File: src/hw/rtl/lcpws_pkg.sv
// shared types, constants and helper functions of the led chain pulse width sequencer
package lcpws_pkg;

  // parameter defaults
  localparam int unsigned IMAGE_BYTES_DEF  = 96;
  localparam int unsigned IMAGE_COUNT_DEF  = 16;
  localparam int unsigned STOP_PERIODS_DEF = 50;

  // colour word layout
  localparam int unsigned COLOUR_BITS = 24;
  localparam int unsigned POS_W       = $clog2(COLOUR_BITS);

  // configuration port
  localparam int unsigned CFG_ADDR_W = 3;
  localparam int unsigned CFG_DATA_W = 32;
  localparam int unsigned COMPARE_W  = 16;

  localparam logic REG_ONE_COMPARE  = 1'b0;
  localparam logic REG_ZERO_COMPARE = 1'b1;

  typedef enum logic [2:0] {
    CMD_TICK         = 3'd0,
    CMD_START_COLOUR = 3'd1,
    CMD_START_IMAGE  = 3'd2,
    CMD_STOP         = 3'd3,
    CMD_WRITE_BYTE   = 3'd4
  } cmd_e;

  typedef struct packed {
    logic [2:0]  cmd;
    logic [23:0] color_value;
    logic [15:0] image_number;
    logic [6:0]  byte_index;
    logic [7:0]  byte_value;
  } lcpws_in_t;

  typedef struct packed {
    logic [15:0] compare_value;
    logic        finished;
  } lcpws_out_t;

  // what a period produces, resolved in the output stage
  typedef enum logic [1:0] {
    PER_COLOUR_BIT,
    PER_IMAGE_BIT,
    PER_STOP,
    PER_FINISH
  } period_kind_e;

  typedef struct packed {
    period_kind_e kind;
    logic         colour_bit;
    logic [2:0]   bit_sel;
  } period_t;

  function automatic logic [7:0] flip_byte(input logic [7:0] x);
    logic [7:0] b;
    b = ((x & 8'hF0) >> 4) | ((x & 8'h0F) << 4);
    b = ((b & 8'hCC) >> 2) | ((b & 8'h33) << 2);
    b = ((b & 8'hAA) >> 1) | ((b & 8'h55) << 1);
    return b;
  endfunction

  function automatic logic [23:0] flip_colour(input logic [23:0] c);
    return {flip_byte(c[23:16]), flip_byte(c[15:8]), flip_byte(c[7:0])};
  endfunction

endpackage

File: src/hw/rtl/lcpws_out.sv
// period holding stage, compare selection and output register
module lcpws_out (
  input  logic                    clk_i,
  input  logic                    rst_ni,
  input  logic                    period_valid_i,
  input  lcpws_pkg::period_t      period_i,
  input  logic [7:0]              rdata_i,
  input  logic [15:0]             one_compare_i,
  input  logic [15:0]             zero_compare_i,
  output logic                    ready_o,
  output logic                    out_valid_o,
  input  logic                    out_stall_i,
  output lcpws_pkg::lcpws_out_t   out_data_o
);
  import lcpws_pkg::*;

  logic       s2_valid_q;
  period_t    s2_q;
  logic       out_valid_q;
  lcpws_out_t out_data_q;
  lcpws_out_t result;
  logic       out_en, data_bit;

  assign out_en  = !out_valid_q || !out_stall_i;
  assign ready_o = !s2_valid_q || out_en;

  always_comb begin
    data_bit = (s2_q.kind == PER_IMAGE_BIT) ? rdata_i[s2_q.bit_sel] : s2_q.colour_bit;
    result.finished = (s2_q.kind == PER_FINISH);
    case (s2_q.kind) inside
      PER_COLOUR_BIT, PER_IMAGE_BIT: result.compare_value = data_bit ? one_compare_i
                                                                     : zero_compare_i;
      default:                       result.compare_value = '0;
    endcase
  end

  always_ff @(posedge clk_i or negedge rst_ni) begin
    if (!rst_ni) begin
      s2_valid_q  <= 1'b0;
      out_valid_q <= 1'b0;
    end else begin
      if (ready_o) begin
        s2_valid_q <= period_valid_i;
      end
      if (out_en) begin
        out_valid_q <= s2_valid_q;
      end
    end
  end

  always_ff @(posedge clk_i) begin
    if (ready_o && period_valid_i) begin
      s2_q <= period_i;
    end
    if (out_en && s2_valid_q) begin
      out_data_q <= result;
    end
  end

  assign out_valid_o = out_valid_q;
  assign out_data_o  = out_data_q;

  a_finish_zero: assert property (@(posedge clk_i) disable iff (!rst_ni)
    (out_valid_q && out_data_q.finished) |-> (out_data_q.compare_value == '0))
    else $error("finished transaction carries a non-zero compare");

  a_out_hold: assert property (@(posedge clk_i) disable iff (!rst_ni)
    (out_valid_q && out_stall_i) |=> (out_valid_q && $stable(out_data_q)))
    else $error("stalled result transaction changed");

  a_stall_full: assert property (@(posedge clk_i) disable iff (!rst_ni)
    !ready_o |-> (s2_valid_q && out_valid_q))
    else $error("input held off with a free stage");

endmodule

File: config.mk
export PLATFORM = sky130hd
export DESIGN_NAME = lcpws_out
export DESIGN_NICKNAME = d
export VERILOG_FILES = /design/src/hw/rtl/lcpws_pkg.sv /design/src/hw/rtl/lcpws_out.sv
export SDC_FILE = /design/constraint.sdc
export NUM_CORES = 1
export LEC_CHECK = 0
export ABC_AREA = 1
export BUFFER_PORTS_ARGS = -buffer_cell sky130_fd_sc_hd__buf_4
export CAP_MARGIN = 40
export CORE_MARGIN = 4
export CORE_UTILIZATION = 44
export DETAILED_ROUTE_END_ITERATION = 10
export PLACE_DENSITY = 0.8
export SETUP_SLACK_MARGIN = 0.2
export SYNTH_ARGS = -nofsm -noshare
export SYNTH_HDL_FRONTEND = slang
export SYNTH_SLANG_ARGS = --single-unit
export TNS_END_PERCENT = 50
File: constraint.sdc
create_clock -name clk_i -period 2.4 [get_ports clk_i]
set_clock_uncertainty 0.15 [all_clocks]
set_input_delay 0.48 -clock clk_i [delete_from_list [all_inputs] [get_ports clk_i]]
set_output_delay 0.48 -clock clk_i [all_outputs]
set_load 0.01 [all_outputs]
; ---- Word level (Yosys, flattened, before mapping)
; Cells that the tools add are included.
[word_totals]
ramBits = 0
memories = 0
output_inout_bits = 19
rom_bits = 0
latch_bits = 0
reg_bits = 25
in_bits = 50
[op_classes]
shift = 0
multipliers = 0
mux = 4
reduce_logical = 9
n_addsub = 0
n_div = 0
order_cmp = 1
n_bitwise = 0
n_eq_ne = 2
[ops]
columns = op, n
row1 = two-way mux 16 bit, 1
row2 = "less-than comparator 3 x 4 -> 1 bit, second input constant", 1
row3 = binary-select mux 1 bit (select 3 bit), 1
row4 = zero test 1 bit, 3
row5 = "== test 2 x 1 -> 1 bit, second input constant", 1
row6 = "== test 2 bit, second input constant", 1
row7 = logical AND 1 bit, 2
row8 = zero test 2 bit, 1
row9 = logical OR 1 bit, 2
row10 = two-way mux 1 bit, 2
row11 = OR reduction 2 bit, 1

; ---- Depth between registers and ports, before layout
[depth]
word_depth = 4
depth_mapped = 10
mapped_depth_nobuf = 9

; ---- Least setup slack after synthesis
; Ideal clock, no wire load.
[synth_timing]
path_kind = input to register
from = input out_stall_i
to = register out_data_q (netlist bit out_data_o[0]), enable pin
t_arrival_ns = 1.327
path_buffers = 0
cell_stages = 3
setup_slack_ns = 0.533
path_cell_list = nand2_1 inv_1 nor2_1
[synth_between]
elab_chain_cells = 3
[synth_lines]
columns = item, line_no
row1 = "start, declared", lcpws_out.sv:12  ; input logic out_stall_i,
row2 = zero test 1 bit, lcpws_out.sv:24  ; assign out_en = !out_valid_q || !out_stall_i;
row3 = logical OR 1 bit, lcpws_out.sv:24
row4 = logical AND 1 bit, lcpws_out.sv:55  ; if (out_en && s2_valid_q) begin
row5 = "end signal, assigned", lcpws_out.sv:56  ; out_data_q <= result;
row6 = "end, declared", lcpws_out.sv:20  ; lcpws_out_t out_data_q;
; Every way passes these cells.
; A chain may end at the register's enable or synchronous reset.

; ---- Worst setup path in the final report
[layout_timing]
from = register s2_q[0] (netlist name)
to = register out_data_q (netlist bit out_data_o[5]), data pin
[layout_between]
elab_chain_cells = 4
[layout_lines]
columns = item, line_no
row1 = "start, declared", lcpws_out.sv:18  ; period_t s2_q;
row2 = "start signal, assigned", lcpws_out.sv:53  ; s2_q <= period_i;
row3 = binary-select mux 1 bit (select 3 bit), lcpws_out.sv:28  ; data_bit = (s2_q.kind == PER_IMAGE_BIT) ? rdata_i[s2_q.bit_sel] : s2_q.colour_bit;
row4 = two-way mux 1 bit (not written as such), lcpws_out.sv:28
row5 = two-way mux 1 bit, lcpws_out.sv:28
row6 = two-way mux 16 bit, lcpws_out.sv:31  ; PER_COLOUR_BIT, PER_IMAGE_BIT: result.compare_value = data_bit ? one_compare_i
; Every way passes these cells. The select of a mux whose other input is x is not followed.

==> results.sh <==
export IMPL_instances_no_fill=253
export IMPL_hold_viol=0
export IMPL_r2r_slack_ns=0.64
export IMPL_final_common_cell="buf_4"
export IMPL_ys_seq_area_share_pct=56.6
export IMPL_peakVddDrop_mv=0.336
export IMPL_diodes=0
export IMPL_worstReg2RegEnd="out_data_o[5]"
export IMPL_crit_type="register to register"
export IMPL_netlist_top_cells_area="edfxtp_1 53%, nand2_1 9.8%, inv_1 8.3%, nand3_1 7.3%, a21oi_1 6.1%"
export IMPL_cp_end_kind="register"
export IMPL_synth_top_family_by_area="simple AND/OR/NAND/NOR gates"
export IMPL_worst_slew_pin_slew_ns=0.329
export IMPL_place_gp_congestion=0.733
export IMPL_cp_cell_sequence="inv_2 -> nand2_1 -> nand2_1 -> nand2_1 -> nand3_2 -> nand3_4 -> a21oi_1 -> nor2_1"
export IMPL_holdPathEnd="s2_q[4]"
export IMPL_clk_pin_slew_ns=0.13
export IMPL_synthMuxAreaShare_pct=0
export IMPL_clock_latency_ns=0.30
export IMPL_power_density_nw_per_um2=536
export IMPL_synth_fp_nets=202
export IMPL_cts_buffers_inserted=3
export IMPL_drcViolationCount=0
export IMPL_postCtsSetupBuffers=0
export IMPL_yosysUniqueCellTypes=15
export IMPL_critical_path_most_common_cell="nand2_1"
export IMPL_drt_iter0_drc=36
export IMPL_rsz0062_at_grt="false"
export IMPL_htreeDepth=1
export IMPL_nets=273
export IMPL_finalSetupTns_ns=0
export IMPL_worstPathMaxFanout=32
export IMPL_cap_violations=0
export IMPL_synthCells=152
export IMPL_syn_avg_cell_area_um2=8.61
export IMPL_start_util_pct=46.7
export IMPL_synth_simple_gate_area_share_pct=24.8
export IMPL_yosysTopAreaCellShare_pct=52.8
export IMPL_min_delay_start="period_i[4]"
export IMPL_r2r_start="s2_q[0]"
export IMPL_rows=19
export IMPL_hold_class="input pin to register"
export IMPL_cp_start_kind="register"
export IMPL_drive_gt1_share_pct=35.6
export IMPL_relSlewSlack_pct=78.1
export IMPL_ys_seq_elements=25
export IMPL_final_cell_mix="72 x buf_4, 34 x nand2_1, 29 x inv_1"
export IMPL_postCtsHoldBufs=1
export IMPL_cts_tree="yes"
export IMPL_dp_cells=248
export IMPL_area_growth_pct=43.4
export IMPL_syn_area_um2=1310
export IMPL_critPathSlowestCell="edfxtp_1"
export IMPL_antenna_left=0
export IMPL_grt_max_degree=33
export IMPL_dp_hpwl_um=2310
export IMPL_holdPathStages=1
export IMPL_crit_arrival_ns=1.69
export IMPL_drt_wl_total_um=2990
export IMPL_io_pins=69
export IMPL_antenna_found_initial=0
export IMPL_coreArea_um2=2810
export IMPL_crit_required_ns=2.33
export IMPL_synth_area_leader_cell="edfxtp_1"
export IMPL_yosysWarnings=0
export IMPL_num_vias=1186
export IMPL_wl_per_cell_um=11.8
export IMPL_grt_ovfl_total=0
export IMPL_cts_sinks=25
export IMPL_fillCellCount=253
export IMPL_grt_pass1_vias=1155
export IMPL_setup_viol=0
export IMPL_drtPass1Iterations=4
export IMPL_status="complete, no violations"
export IMPL_routed_via_density=4.69
export IMPL_min_period_ns=1.76
export IMPL_grt_use_total_pct=15.6
export IMPL_p_leak_nw=0.993
export IMPL_dieHeight_um=62.5
export IMPL_final_util_pct=66.9
export IMPL_ctsRootBufferMaster="clkbuf_4"
export IMPL_grt_pass1_wl_um=4910
export IMPL_synth_xor_area_share_pct=0
export IMPL_cts_resized=0
export IMPL_maxSlewViolCount=0
export IMPL_synth_compound_area_share_pct=6.12
export IMPL_portBuffers=68
export IMPL_fin_crit_sh_pct=73.4
export IMPL_die_area_um2=3910
export IMPL_path_delay_family="simple AND/OR/NAND/NOR gates"
export IMPL_synthAdderAreaFrac_pct=0
export IMPL_cp_num_buf_inv=1
export IMPL_max_freq_ghz=0.567
export IMPL_dieWidth_um=62.5
export IMPL_crit_path_max_incr_delay_ns=0.48
export IMPL_clock_tree_buffer_depth=2
export IMPL_ff2ff_path_depth=8
-- worst register-to-register path: stages, from the launching register on --
cell	delay, ns
edfxtp_1	0.48
inv_2	0.11
nand2_1	0.05
nand2_1	0.05
nand2_1	0.06
nand3_2	0.07
nand3_4	0.26
a21oi_1	0.23
nor2_1	0.07
-- cell usage after synthesis --
cell type,count
a21oi_1,16
buf_2,2
buf_4,1
buf_6,2
clkbuf_1,2
clkinv_1,1
dfrtp_1,2
edfxtp_1,23
inv_1,29
inv_2,1
nand2_1,34
nand3_1,19
nand3_2,2
nand3_4,1
nor2_1,17
-- metrics by stage --
stage,hold WS [ns],cell area (um2),power [mW],setup slack (ns)
finish,0.189,1880,1.01,0.637
global route,0.162,1880,1.06,0.438
CTS,0.175,1880,1.02,0.627
detailed placement,0.116,1840,0.832,0.590
global placement,0.114,1840,0.825,0.631
floorplan,0.0344,1310,0.694,0.533
-- cell families (layout without fill, tap and decap cells) --
kind of cell | after synthesis | count (layout)
and+or+nand+nor | 73 | 73
DFF | 25 | 25
AOI/OAI and AO/OA | 16 | 16
buffers and inverters | 38 | 108
-- worst max path at each step --
| stage | startpoint | endpoint | slack (ns) | cells past startpoint |
|---|---|---|---|---|
| floorplan | out_stall_i | out_data_o[0] | 0.53 | 3 |
| global placement | rdata_i[7] | out_data_o[3] | 0.63 | 8 |
| detailed placement | rdata_i[7] | out_data_o[5] | 0.59 | 8 |
| CTS | s2_q[0] | out_data_o[5] | 0.63 | 8 |
| global route | s2_q[0] | out_data_o[10] | 0.44 | 8 |
| finish | s2_q[0] | out_data_o[5] | 0.64 | 8 |
-- power breakdown --
group | switching [mW] | internal [mW] | leakage (nW) | total (mW)
combinational | 0.132 | 0.138 | 0.731 | 0.270
clock | 0.121 | 0.0649 | 0.0150 | 0.186
sequential | 0.0155 | 0.535 | 0.247 | 0.550
total | 0.269 | 0.737 | 0.993 | 1.01
-- per-layer routing --
layer  track usage [%]  vias up  part of all wire, %
met4              6.61        0                  1.5
met3              3.06        4                  6.0
met1              16.9      519                   38
met5                 0        -                    0
met2              29.2       43                   54
li1                  -      620                    -
-- registers in the layout (all words and copies together), names as in the netlist --
register / flops
out_valid_o: 1
s2_q: 6
out_data_o: 17
s2_valid_q: 1
-- final cells by class --
type	instances	area (um2)	area share, %
clock buffer	4	26.3	1.40
inverter	31	116	6.20
multi-input combinational	89	404	21.5
sequential	25	741	39.5
tap	31	38.8	2.07
timing repair buffer	73	551	29.3
No activity file was read; power rests on OpenSTA's default activity.
