File: config.mk
export PLATFORM = sky130hd
export DESIGN_NAME = lcpws_seq
export DESIGN_NICKNAME = d
export VERILOG_FILES = /design/src/hw/rtl/lcpws_pkg.sv /design/src/hw/rtl/lcpws_seq.sv
export SDC_FILE = /design/constraint.sdc
export NUM_CORES = 1
export LEC_CHECK = 0
export BUFFER_PORTS_ARGS = -buffer_cell sky130_fd_sc_hd__buf_2
export CAP_MARGIN = 15
export CORE_AREA = 8 8 98 100
export CTS_BUF_LIST = sky130_fd_sc_hd__clkbuf_8
export DETAILED_ROUTE_END_ITERATION = 8
export DIE_AREA = 0 0 106 108
export PLACE_DENSITY = 0.79
export SETUP_SLACK_MARGIN = 0.02
export SYNTH_ARGS = -nofsm -noshare
export SYNTH_HDL_FRONTEND = slang
export SYNTH_SLANG_ARGS = --single-unit
File: constraint.sdc
create_clock -name clk_i -period 5.6 [get_ports clk_i]
set_input_delay 0.84 -clock clk_i [delete_from_list [all_inputs] [get_ports clk_i]]
set_output_delay 0.84 -clock clk_i [all_outputs]
set_load 0.1 [all_outputs]
File: src/hw/rtl/lcpws_pkg.sv
// shared types, constants and helper functions of the led chain pulse width sequencer
package lcpws_pkg;

  // parameter defaults
  localparam int unsigned IMAGE_BYTES_DEF  = 96;
  localparam int unsigned IMAGE_COUNT_DEF  = 16;
  localparam int unsigned STOP_PERIODS_DEF = 50;

  // colour word layout
  localparam int unsigned COLOUR_BITS = 24;
  localparam int unsigned POS_W       = $clog2(COLOUR_BITS);

  // configuration port
  localparam int unsigned CFG_ADDR_W = 3;
  localparam int unsigned CFG_DATA_W = 32;
  localparam int unsigned COMPARE_W  = 16;

  localparam logic REG_ONE_COMPARE  = 1'b0;
  localparam logic REG_ZERO_COMPARE = 1'b1;

  typedef enum logic [2:0] {
    CMD_TICK         = 3'd0,
    CMD_START_COLOUR = 3'd1,
    CMD_START_IMAGE  = 3'd2,
    CMD_STOP         = 3'd3,
    CMD_WRITE_BYTE   = 3'd4
  } cmd_e;

  typedef struct packed {
    logic [2:0]  cmd;
    logic [23:0] color_value;
    logic [15:0] image_number;
    logic [6:0]  byte_index;
    logic [7:0]  byte_value;
  } lcpws_in_t;

  typedef struct packed {
    logic [15:0] compare_value;
    logic        finished;
  } lcpws_out_t;

  // what a period produces, resolved in the output stage
  typedef enum logic [1:0] {
    PER_COLOUR_BIT,
    PER_IMAGE_BIT,
    PER_STOP,
    PER_FINISH
  } period_kind_e;

  typedef struct packed {
    period_kind_e kind;
    logic         colour_bit;
    logic [2:0]   bit_sel;
  } period_t;

  function automatic logic [7:0] flip_byte(input logic [7:0] x);
    logic [7:0] b;
    b = ((x & 8'hF0) >> 4) | ((x & 8'h0F) << 4);
    b = ((b & 8'hCC) >> 2) | ((b & 8'h33) << 2);
    b = ((b & 8'hAA) >> 1) | ((b & 8'h55) << 1);
    return b;
  endfunction

  function automatic logic [23:0] flip_colour(input logic [23:0] c);
    return {flip_byte(c[23:16]), flip_byte(c[15:8]), flip_byte(c[7:0])};
  endfunction

endpackage

File: src/hw/rtl/lcpws_seq.sv
// command decode, frame position state and store addressing
module lcpws_seq #(
  parameter int unsigned IMAGE_BYTES  = 96,
  parameter int unsigned IMAGE_COUNT  = 16,
  parameter int unsigned STOP_PERIODS = 50,
  localparam int unsigned ADDR_W = $clog2(IMAGE_COUNT * IMAGE_BYTES)
) (
  input  logic                  clk_i,
  input  logic                  rst_ni,
  input  logic                  accept_i,
  input  lcpws_pkg::lcpws_in_t  in_i,
  output logic                  period_valid_o,
  output lcpws_pkg::period_t    period_o,
  output logic                  mem_we_o,
  output logic [ADDR_W-1:0]     mem_waddr_o,
  output logic [7:0]            mem_wdata_o,
  output logic                  mem_re_o,
  output logic [ADDR_W-1:0]     mem_raddr_o
);
  import lcpws_pkg::*;

  localparam int unsigned FRAME_BITS = IMAGE_BYTES * 8;
  localparam int unsigned TOTAL      = FRAME_BITS + STOP_PERIODS;
  localparam int unsigned PI_W       = $clog2(TOTAL + 1);
  localparam int unsigned IMG_W      = (IMAGE_COUNT > 1) ? $clog2(IMAGE_COUNT) : 1;

  logic [PI_W-1:0]   pulse_index_q, pulse_index_d;
  logic [POS_W-1:0]  pos_q, pos_d;
  logic              busy_q, busy_d;
  logic              image_mode_q, image_mode_d;
  logic [23:0]       rev_colour_q, rev_colour_d;
  logic [ADDR_W-1:0] base_q, base_d;

  logic              img_ok, byte_ok, is_start, is_period;
  logic [ADDR_W-1:0] img_base;
  logic [PI_W-1:0]   cur_index;
  logic [POS_W-1:0]  cur_pos;
  logic [23:0]       cur_colour;
  logic              cur_mode;
  logic [ADDR_W-1:0] cur_base;
  logic              in_frame, in_total;

  assign img_ok   = 32'(in_i.image_number) < IMAGE_COUNT;
  assign byte_ok  = 32'(in_i.byte_index) < IMAGE_BYTES;
  assign img_base = ADDR_W'(in_i.image_number[IMG_W-1:0]) * ADDR_W'(IMAGE_BYTES);

  always_comb begin
    is_start  = 1'b0;
    is_period = 1'b0;
    unique case (in_i.cmd)
      CMD_TICK: begin
        is_period = busy_q;
      end
      CMD_START_COLOUR: begin
        is_start  = 1'b1;
        is_period = 1'b1;
      end
      CMD_START_IMAGE: begin
        is_start  = img_ok;
        is_period = img_ok;
      end
      default: begin
        is_start  = 1'b0;
        is_period = 1'b0;
      end
    endcase
  end

  // a start produces the first period of its own frame
  always_comb begin
    cur_index  = is_start ? '0 : pulse_index_q;
    cur_pos    = is_start ? '0 : pos_q;
    cur_colour = (in_i.cmd == CMD_START_COLOUR) ? flip_colour(in_i.color_value)
                                                : rev_colour_q;
    cur_mode   = is_start ? (in_i.cmd == CMD_START_IMAGE) : image_mode_q;
    cur_base   = (is_start && in_i.cmd == CMD_START_IMAGE) ? img_base : base_q;
  end

  assign in_frame = cur_index < PI_W'(FRAME_BITS);
  assign in_total = cur_index < PI_W'(TOTAL);

  always_comb begin
    period_o.colour_bit = cur_colour[cur_pos];
    period_o.bit_sel    = cur_index[2:0];
    if (!in_total) begin
      period_o.kind = PER_FINISH;
    end else if (!in_frame) begin
      period_o.kind = PER_STOP;
    end else if (cur_mode) begin
      period_o.kind = PER_IMAGE_BIT;
    end else begin
      period_o.kind = PER_COLOUR_BIT;
    end
  end

  assign period_valid_o = accept_i && is_period;

  assign mem_re_o    = accept_i && is_period && in_frame && cur_mode;
  assign mem_raddr_o = cur_base + ADDR_W'(cur_index >> 3);

  assign mem_we_o    = accept_i && (in_i.cmd == CMD_WRITE_BYTE) && img_ok && byte_ok;
  assign mem_waddr_o = img_base + ADDR_W'(in_i.byte_index);
  assign mem_wdata_o = in_i.byte_value;

  always_comb begin
    pulse_index_d = pulse_index_q;
    pos_d         = pos_q;
    busy_d        = busy_q;
    image_mode_d  = image_mode_q;
    rev_colour_d  = rev_colour_q;
    base_d        = base_q;
    if (accept_i) begin
      if (in_i.cmd == CMD_STOP) begin
        pulse_index_d = '0;
        busy_d        = 1'b0;
      end
      if (is_start) begin
        busy_d       = 1'b1;
        image_mode_d = cur_mode;
        rev_colour_d = cur_colour;
        base_d       = cur_base;
      end
      if (is_period) begin
        if (in_total) begin
          pulse_index_d = PI_W'(cur_index + 1'b1);
          pos_d = (cur_pos == POS_W'(COLOUR_BITS - 1)) ? '0 : POS_W'(cur_pos + 1'b1);
        end else begin
          pulse_index_d = cur_index;
          busy_d        = 1'b0;
        end
      end
    end
  end

  always_ff @(posedge clk_i or negedge rst_ni) begin
    if (!rst_ni) begin
      pulse_index_q <= '0;
      pos_q         <= '0;
      busy_q        <= 1'b0;
      image_mode_q  <= 1'b0;
      rev_colour_q  <= '0;
      base_q        <= '0;
    end else begin
      pulse_index_q <= pulse_index_d;
      pos_q         <= pos_d;
      busy_q        <= busy_d;
      image_mode_q  <= image_mode_d;
      rev_colour_q  <= rev_colour_d;
      base_q        <= base_d;
    end
  end

  a_pos_range: assert property (@(posedge clk_i) disable iff (!rst_ni)
    pos_q < POS_W'(COLOUR_BITS))
    else $error("colour bit position out of range");

  a_index_range: assert property (@(posedge clk_i) disable iff (!rst_ni)
    pulse_index_q <= PI_W'(TOTAL))
    else $error("pulse index beyond frame and stop periods");

  a_port_conflict: assert property (@(posedge clk_i) disable iff (!rst_ni)
    !(mem_we_o && mem_re_o))
    else $error("store written and read by one transaction");

endmodule

Word-level counts from Yosys, hierarchy flattened
Cells that the tools add are included.
W data, S select, Z words.
{"block": "word_totals", "output_inout_bits": 39, "input_bits": 61, "register_bits": 52}
{"block": "classes", "mul": 1, "reduce_logical": 12, "n_bitwise": 9, "addsub": 4, "order_cmp": 5, "n_mux": 20, "eq_ne": 5}
{"operator": "$mux W10", "count": 4}
{"operator": "$mux W24", "count": 1}
{"operator": "$or A4 B8 Y8", "count": 3}
{"operator": "$or A6 B8 Y8", "count": 3}
{"operator": "$or A7 B8 Y8", "count": 3}
{"operator": "$add A11 B7 Y11", "count": 2}
{"operator": "$lt A10 B10 Y1 const B", "count": 2}
{"operator": "$lt A16 B5 Y1 const B", "count": 1}
{"operator": "$mux W11", "count": 1}
{"operator": "$add A10 B1 Y10 const B", "count": 1}
{"operator": "$mux W5", "count": 2}
{"operator": "$logic_and A1 B1 Y1", "count": 7}
{"operator": "$lt A7 B7 Y1 const B", "count": 1}
{"operator": "$mux W1", "count": 7}
{"operator": "$eq A3 B2 Y1 const B", "count": 2}
{"operator": "$lt A5 B6 Y1 const B", "count": 1}
{"operator": "$mul A4 B2 Y6 const B", "count": 1}
{"operator": "$add A5 B1 Y5 const B", "count": 1}
{"operator": "$bmux W1 S5", "count": 1}
{"operator": "$eq A5 B5 Y1 const B", "count": 1}
{"operator": "$mux W2", "count": 2}
{"operator": "$reduce_and A2 Y1", "count": 2}
{"operator": "$eq A3 B1 Y1 const B", "count": 1}
{"operator": "$eq A3 B3 Y1 const B", "count": 1}
{"operator": "5 further kinds", "count": 5}

Logic depth before layout (Yosys ltp)
{"block": "depth", "ltp_word": 6, "mapped_depth": 13, "mapped_depth_nobuf": 12}

Least setup slack after synthesis
OpenSTA, ideal clock, no wires.
{"block": "synth_timing", "path_type": "input-to-output", "from": "input in_i[57] in the netlist's numbering", "to": "output mem_raddr_o[7]", "cell_stages": 12, "slack_ns": -0.106, "path_buffers": 2, "required_time_ns": 4.760, "arrival_ns": 4.866, "cell_sequence": "buf_2 -> nor3b_2 -> nand4_4 -> clkbuf_1 -> and2_1 -> ha_1 -> a21o_1 -> a21oi_1 -> o21bai_1 -> a2111oi_0 -> nor2_1 -> xnor2_1"}
{"block": "synth_between", "elab_chain_cells": 5, "elab_cells_between_ends": 7, "classes_between": "add/sub (1); eq/ne (2); mux (3); reduce/logical (1)"}
{"element": "start, declared", "line_no": "lcpws_seq.sv:11", "text": "input lcpws_pkg::lcpws_in_t in_i,"}
{"element": "$eq A3 B2 Y1 or $eq A3 B1 Y1 (tied branches)", "line_no": "lcpws_seq.sv:50, lcpws_seq.sv:76"}
{"element": "$pmux W1 S2", "line_no": "lcpws_seq.sv:50", "text": "unique case (in_i.cmd)"}
{"element": "$logic_and A1 B1 Y1 (*)", "line_no": "lcpws_seq.sv:76", "text": "cur_base = (is_start && in_i.cmd == CMD_START_IMAGE) ? img_base : base_q;"}
{"element": "$mux W11 (*)", "line_no": "lcpws_seq.sv:76"}
{"element": "named net cur_base[1]", "line_no": "lcpws_seq.sv:40", "text": "logic [ADDR_W-1:0] cur_base;"}
{"element": "$add A11 B7 Y11 (*)", "line_no": "lcpws_seq.sv:99", "text": "assign mem_raddr_o = cur_base + ADDR_W'(cur_index >> 3);"}
{"element": "end, declared", "line_no": "lcpws_seq.sv:18", "text": "output logic [ADDR_W-1:0] mem_raddr_o"}
The timed path passes the listed nets; every way through them passes the cells marked *.

Worst setup path in the final report
{"block": "layout_timing", "from": "input in_i[27] in the netlist's numbering", "to": "output mem_raddr_o[10]"}
{"block": "layout_between", "elab_chain_cells": 5, "elab_cells_between_ends": 6, "classes_between": "add/sub (1); order compare (1); mux (3); reduce/logical (1)"}
{"element": "$lt A16 B5 Y1 (*)", "line_no": "lcpws_seq.sv:43", "text": "assign img_ok = 32'(in_i.image_number) < IMAGE_COUNT;"}
{"element": "$pmux W1 S2 (*)", "line_no": "lcpws_seq.sv:50"}
{"element": "$logic_and A1 B1 Y1", "line_no": "lcpws_seq.sv:76"}
{"element": "$mux W11", "line_no": "lcpws_seq.sv:76"}
{"element": "$add A11 B7 Y11 (*)", "line_no": "lcpws_seq.sv:99"}
Mark *: on every way between the ends. The rest lies on a longest branch, timed or not.

==> results by group <==
Run status
  – Status: complete, no violations

Placed design
  – Placer congestion estimate: 0.912
  – Setup slack after placement: 0.384 ns
  – Half-perimeter wire length after detailed placement: 7170 um
  – Instance count after placement with tap cells included: 539
  – Total cell area at the placement stage: 4100 um2
  – Count of input and output buffers: 73

Min path
  – Hold Path End: base_q[4]
  – Cell count of the worst hold path: 1
  – Type of the tightest min-delay check: flop to flop
  – Start point of the worst min-delay path: base_q[4]

Yosys
  – Post-Syn Nets: 465
  – Cell count after synthesis: roughly 390
  – Multiplexer share of the synthesized area: 0.104
  – Synthesized area divided by synthesized cell count: 9.63 um2
  – Fraction of synthesized cell area taken by the top area cell type: 0.351
  – EDFF count, synth: 0
  – Dominant register cell in the synthesized netlist: sky130_fd_sc_hd__dfrtp_1
  – Synthesized-area fraction occupied by adder cells: 0.0702
  – YS warnings: 0
  – Cell type contributing the most total cell area after synthesis: sky130_fd_sc_hd__dfrtp_1
  – Count of unique library cells instantiated by Yosys: 69
  – Async set-or-reset flop fraction in the synthesized netlist: 1.00
  – Total standard cell area after synthesis: 3710 um2
  – Yosys reg bits: 52
  – Dominant combinational cell family by area after synthesis: simple AND/OR/NAND/NOR gates
  – Xor-xnor portion of the synthesized cell area: 0.0307
  – Leading post-synthesis cells by cell area: sky130_fd_sc_hd__dfrtp_1 (35%), sky130_fd_sc_hd__mux2_2 (8.5%), sky130_fd_sc_hd__ha_1 (5.4%)
  – Simple-gate area share of the yosys netlist: 0.195
  – Register area share after synthesis: 0.351
  – Synthesized-area fraction occupied by ao, oa, aoi and oai cells: 0.182

Cells and area
  – FF/Latch Area: 1300 um2
  – Filler cells: 732
  – Multi-input gate area: 2170 um2
  – Finished Cell Area: ~4200 um2
  – Diode insertion count for antenna repair: 0
  – Most common cell after layout, fill and taps aside: sky130_fd_sc_hd__buf_2
  – Layout cells sized above 1: 0.299
  – Net count of the finished layout: approximately 520
  – Utilization after layout: 0.520
  – Final cell count without fillers: 547
  – Layout Area Growth over Synthesis: 12.9%
  – Commonest non-fill, non-tap cells in the layout: sky130_fd_sc_hd__buf_2 (71), sky130_fd_sc_hd__dfrtp_1 (52), sky130_fd_sc_hd__nand2_1 (31)

Clock tree
  – Buffer levels on the longest clock path: 2
  – CTS clock-pin slew for the worst setup and hold paths: 0.09 ns
  – TritonCTS clock tree: done
  – CTS hold repair buffers: 0
  – Master cell of the clock root buffer: sky130_fd_sc_hd__clkbuf_8
  – Skew-Pair Late Insertion Delay: ~0.30 ns
  – CTS buffer count: 5
  – Sink Count: 52
  – H-tree depth: 2
  – Count of instances resized after the clock tree is built: 0
  – Number of buffers added for setup after CTS: 0

Power and ir drop
  – Total power per unit cell area: 292 nW/um2
  – Switching Fraction: 0.440
  – Leakage component of the power: 2.03 nW
  – Fraction of power consumed by sequential logic: 0.410
  – Share of total power in the clock network: 0.174
  – Power, Total: about 1.2 mW
  – Net switching power: 537 uW
  – Max VDD drop: roughly 0.00023 V
  – P_int: 683 uW
  – Combinational Power Share: 0.416

Route
  – First-pass iteration count of the detailed router: 4
  – Total Wirelength: 9210 um
  – DR vias: 3207
  – Detail-routed via count per cell: 5.86
  – Post-route DRC violation count: 0
  – First DRT Iteration DRCs: 216
  – Routed Antenna Nets: 0
  – Final routed wire length divided by cell count: 16.8 um

Setup path
  – CP max stage delay: approximately 0.49 ns
  – Type of destination of the critical path: output pin
  – Setup Crit Path Kind: primary input to output pin
  – Critical path buffers and inverters: 3
  – WP data required: 4.76 ns
  – Largest driver fanout on the critical path: 22
  – Worst setup path startpoint: in_i[27]
  – Worst R2R Setup Slack: 3.48 ns
  – Crit path launch type: primary input
  – Worst r2r src: pulse_index_q[3]
  – Slowest-stage cell, CP: sky130_fd_sc_hd__nor4_4
  – Critical path's top delay family: simple AND/OR/NAND/NOR gates
  – CP Data Arrival Time: 4.41 ns
  – Critical path cell sequence: buf_2 -> nor4_4 -> nand4_4 -> nand3_1 -> inv_1 -> ha_1 -> fa_1 -> a21o_1 -> a21oi_1 -> nor2b_1 -> o311a_1 -> o2111ai_1 -> xnor2_1 -> buf_12
  – Register-to-Register Path Depth: 6
  – Worst R2R End: pulse_index_q[6]

Floorplanning
  – Number of rows created at floorplan: 33
  – Core footprint: 8050 um2
  – Effective utilization at floorplan: 0.460
  – Chip Height: around 110 um
  – Top Ports: 100
  – Total Die Area: roughly 11000 um2
  – Horizontal die dimension: 106 um

Timing
  – Share of the cycle needed by the critical path after routing: 0.937
  – Unrepaired setup endpoints after global routing: false
  – Clock period minus worst slack: between 5 and 6 ns
  – Final setup vio count: 0
  – Actual slew at the worst max-slew pin: 0.804 ns
  – Relative slew margins: 0.463
  – Hold violation count in the final report: 0
  – Peak clock frequency supported by timing: 0.191 GHz
  – TNS Setup: 0 ns
  – Worst Setup Slack, final: 0.355 ns
  – Max-slew violation count: 0
  – Worst hold slack after final layout: between 0.4 and 0.5 ns
  – Post-Route Skew: approximately 0.0074 ns

GRT
  – GRT Residual Overflow: 0
  – Maximum number of pins on one net before global-route repair: 53
  – Wire length of the first global-routing pass: 15200 um
  – Vias in the first global route: around 3100
  – Total global routing track utilization: 0.160
  – Number of antenna violations at the first check in global routing: 0

Flow run
  – # Max-Cap Violations: 0
==> sequential cells by signal (all words and copies together), names as in the netlist <==
name and flops:
image_mode_q 1, pos_q 5, base_q 11, pulse_index_q 10
busy_q 1, rev_colour_q 24
==> cell families after synthesis <==
logic type / count (synthesis)
compound gates: 100
xor+xnor: 13
flops: 52
mux: 35
simple gates: 119
fa+ha+maj: 19
buf+inv: 47
==> worst register-to-register path: stages, from the launching register on <==
cell and delay, ns:
sky130_fd_sc_hd__dfrtp_1 0.43, sky130_fd_sc_hd__o311a_1 0.35, sky130_fd_sc_hd__o31a_1 0.25, sky130_fd_sc_hd__nand4_2 0.26
sky130_fd_sc_hd__or4b_1 0.49, sky130_fd_sc_hd__o211ai_1 0.17, sky130_fd_sc_hd__o21ai_1 0.08
==> power by group through the flow <==
| stage | registers (mW) | clock network [mW] | logic, mW |
|---|---|---|---|
| after CTS | 0.497 | 0.215 | 0.508 |
| after global placement | 0.500 | 0 | 0.496 |
| after floorplan | 0.463 | 0 | 0.470 |
| after global routing | 0.508 | 0.228 | 0.547 |
| after detailed placement | 0.504 | 0 | 0.507 |
| final | 0.500 | 0.212 | 0.508 |
==> synthesized netlist by cell type, types with 3 or more instances <==
| cell type | number |
|---|---|
| sky130_fd_sc_hd__o2111ai_1 | 3 |
| sky130_fd_sc_hd__nor3_1 | 3 |
| sky130_fd_sc_hd__xor2_1 | 4 |
| sky130_fd_sc_hd__nand2b_1 | 4 |
| sky130_fd_sc_hd__a21oi_1 | 27 |
| sky130_fd_sc_hd__buf_2 | 7 |
| sky130_fd_sc_hd__nor2b_1 | 5 |
| sky130_fd_sc_hd__clkbuf_1 | 6 |
| sky130_fd_sc_hd__xnor2_1 | 9 |
| sky130_fd_sc_hd__mux2i_1 | 7 |
| sky130_fd_sc_hd__fa_1 | 3 |
| sky130_fd_sc_hd__nand3_1 | 9 |
| sky130_fd_sc_hd__nand4_1 | 5 |
| sky130_fd_sc_hd__o21ai_0 | 22 |
| sky130_fd_sc_hd__inv_1 | 19 |
| sky130_fd_sc_hd__and3_1 | 9 |
| sky130_fd_sc_hd__o21bai_1 | 3 |
| sky130_fd_sc_hd__or2_2 | 3 |
| sky130_fd_sc_hd__nand2_1 | 31 |
| sky130_fd_sc_hd__nor4_1 | 3 |
| sky130_fd_sc_hd__nor2_1 | 15 |
| sky130_fd_sc_hd__a31oi_1 | 6 |
| sky130_fd_sc_hd__mux2_2 | 28 |
| sky130_fd_sc_hd__and2_1 | 13 |
| sky130_fd_sc_hd__o31ai_1 | 3 |
| sky130_fd_sc_hd__buf_4 | 14 |
| sky130_fd_sc_hd__nor4_4 | 3 |
| sky130_fd_sc_hd__ha_1 | 16 |
| sky130_fd_sc_hd__a21o_1 | 4 |
| sky130_fd_sc_hd__dfrtp_1 | 52 |
==> routing by layer <==
metal  track usage  share of wire  vias to the layer above
li1              -              -                     1510
met1         0.197           0.42                     1528
met2         0.268           0.48                      152
met3        0.0410          0.090                       17
met4        0.0563          0.012                        0
met5             0              0                        -
==> how the worst max path moves through the flow <==
stage                            to  slack (ns)  depth (start not counted)
finish              mem_raddr_o[10]        0.35                         14
global route         mem_raddr_o[7]        0.08                         13
CTS                 mem_raddr_o[10]        0.37                         14
detailed placement  mem_raddr_o[10]        0.38                         14
global placement    mem_raddr_o[10]        0.57                         14
floorplan            mem_raddr_o[9]        0.03                         12
==> layout make-up <==
class / instances / share of cell area
Multi-Input combinational cell: 286 / 0.518
Sequential cell: 52 / 0.311
Timing Repair Buffer: 77 / 0.102
Tap cell: 105 / 0.0314
Inverter: 19 / 0.0170
Clock buffer: 5 / 0.0164
Clock inverter: 3 / 0.00449
Note: power is estimated with default switching activity, not from simulation.
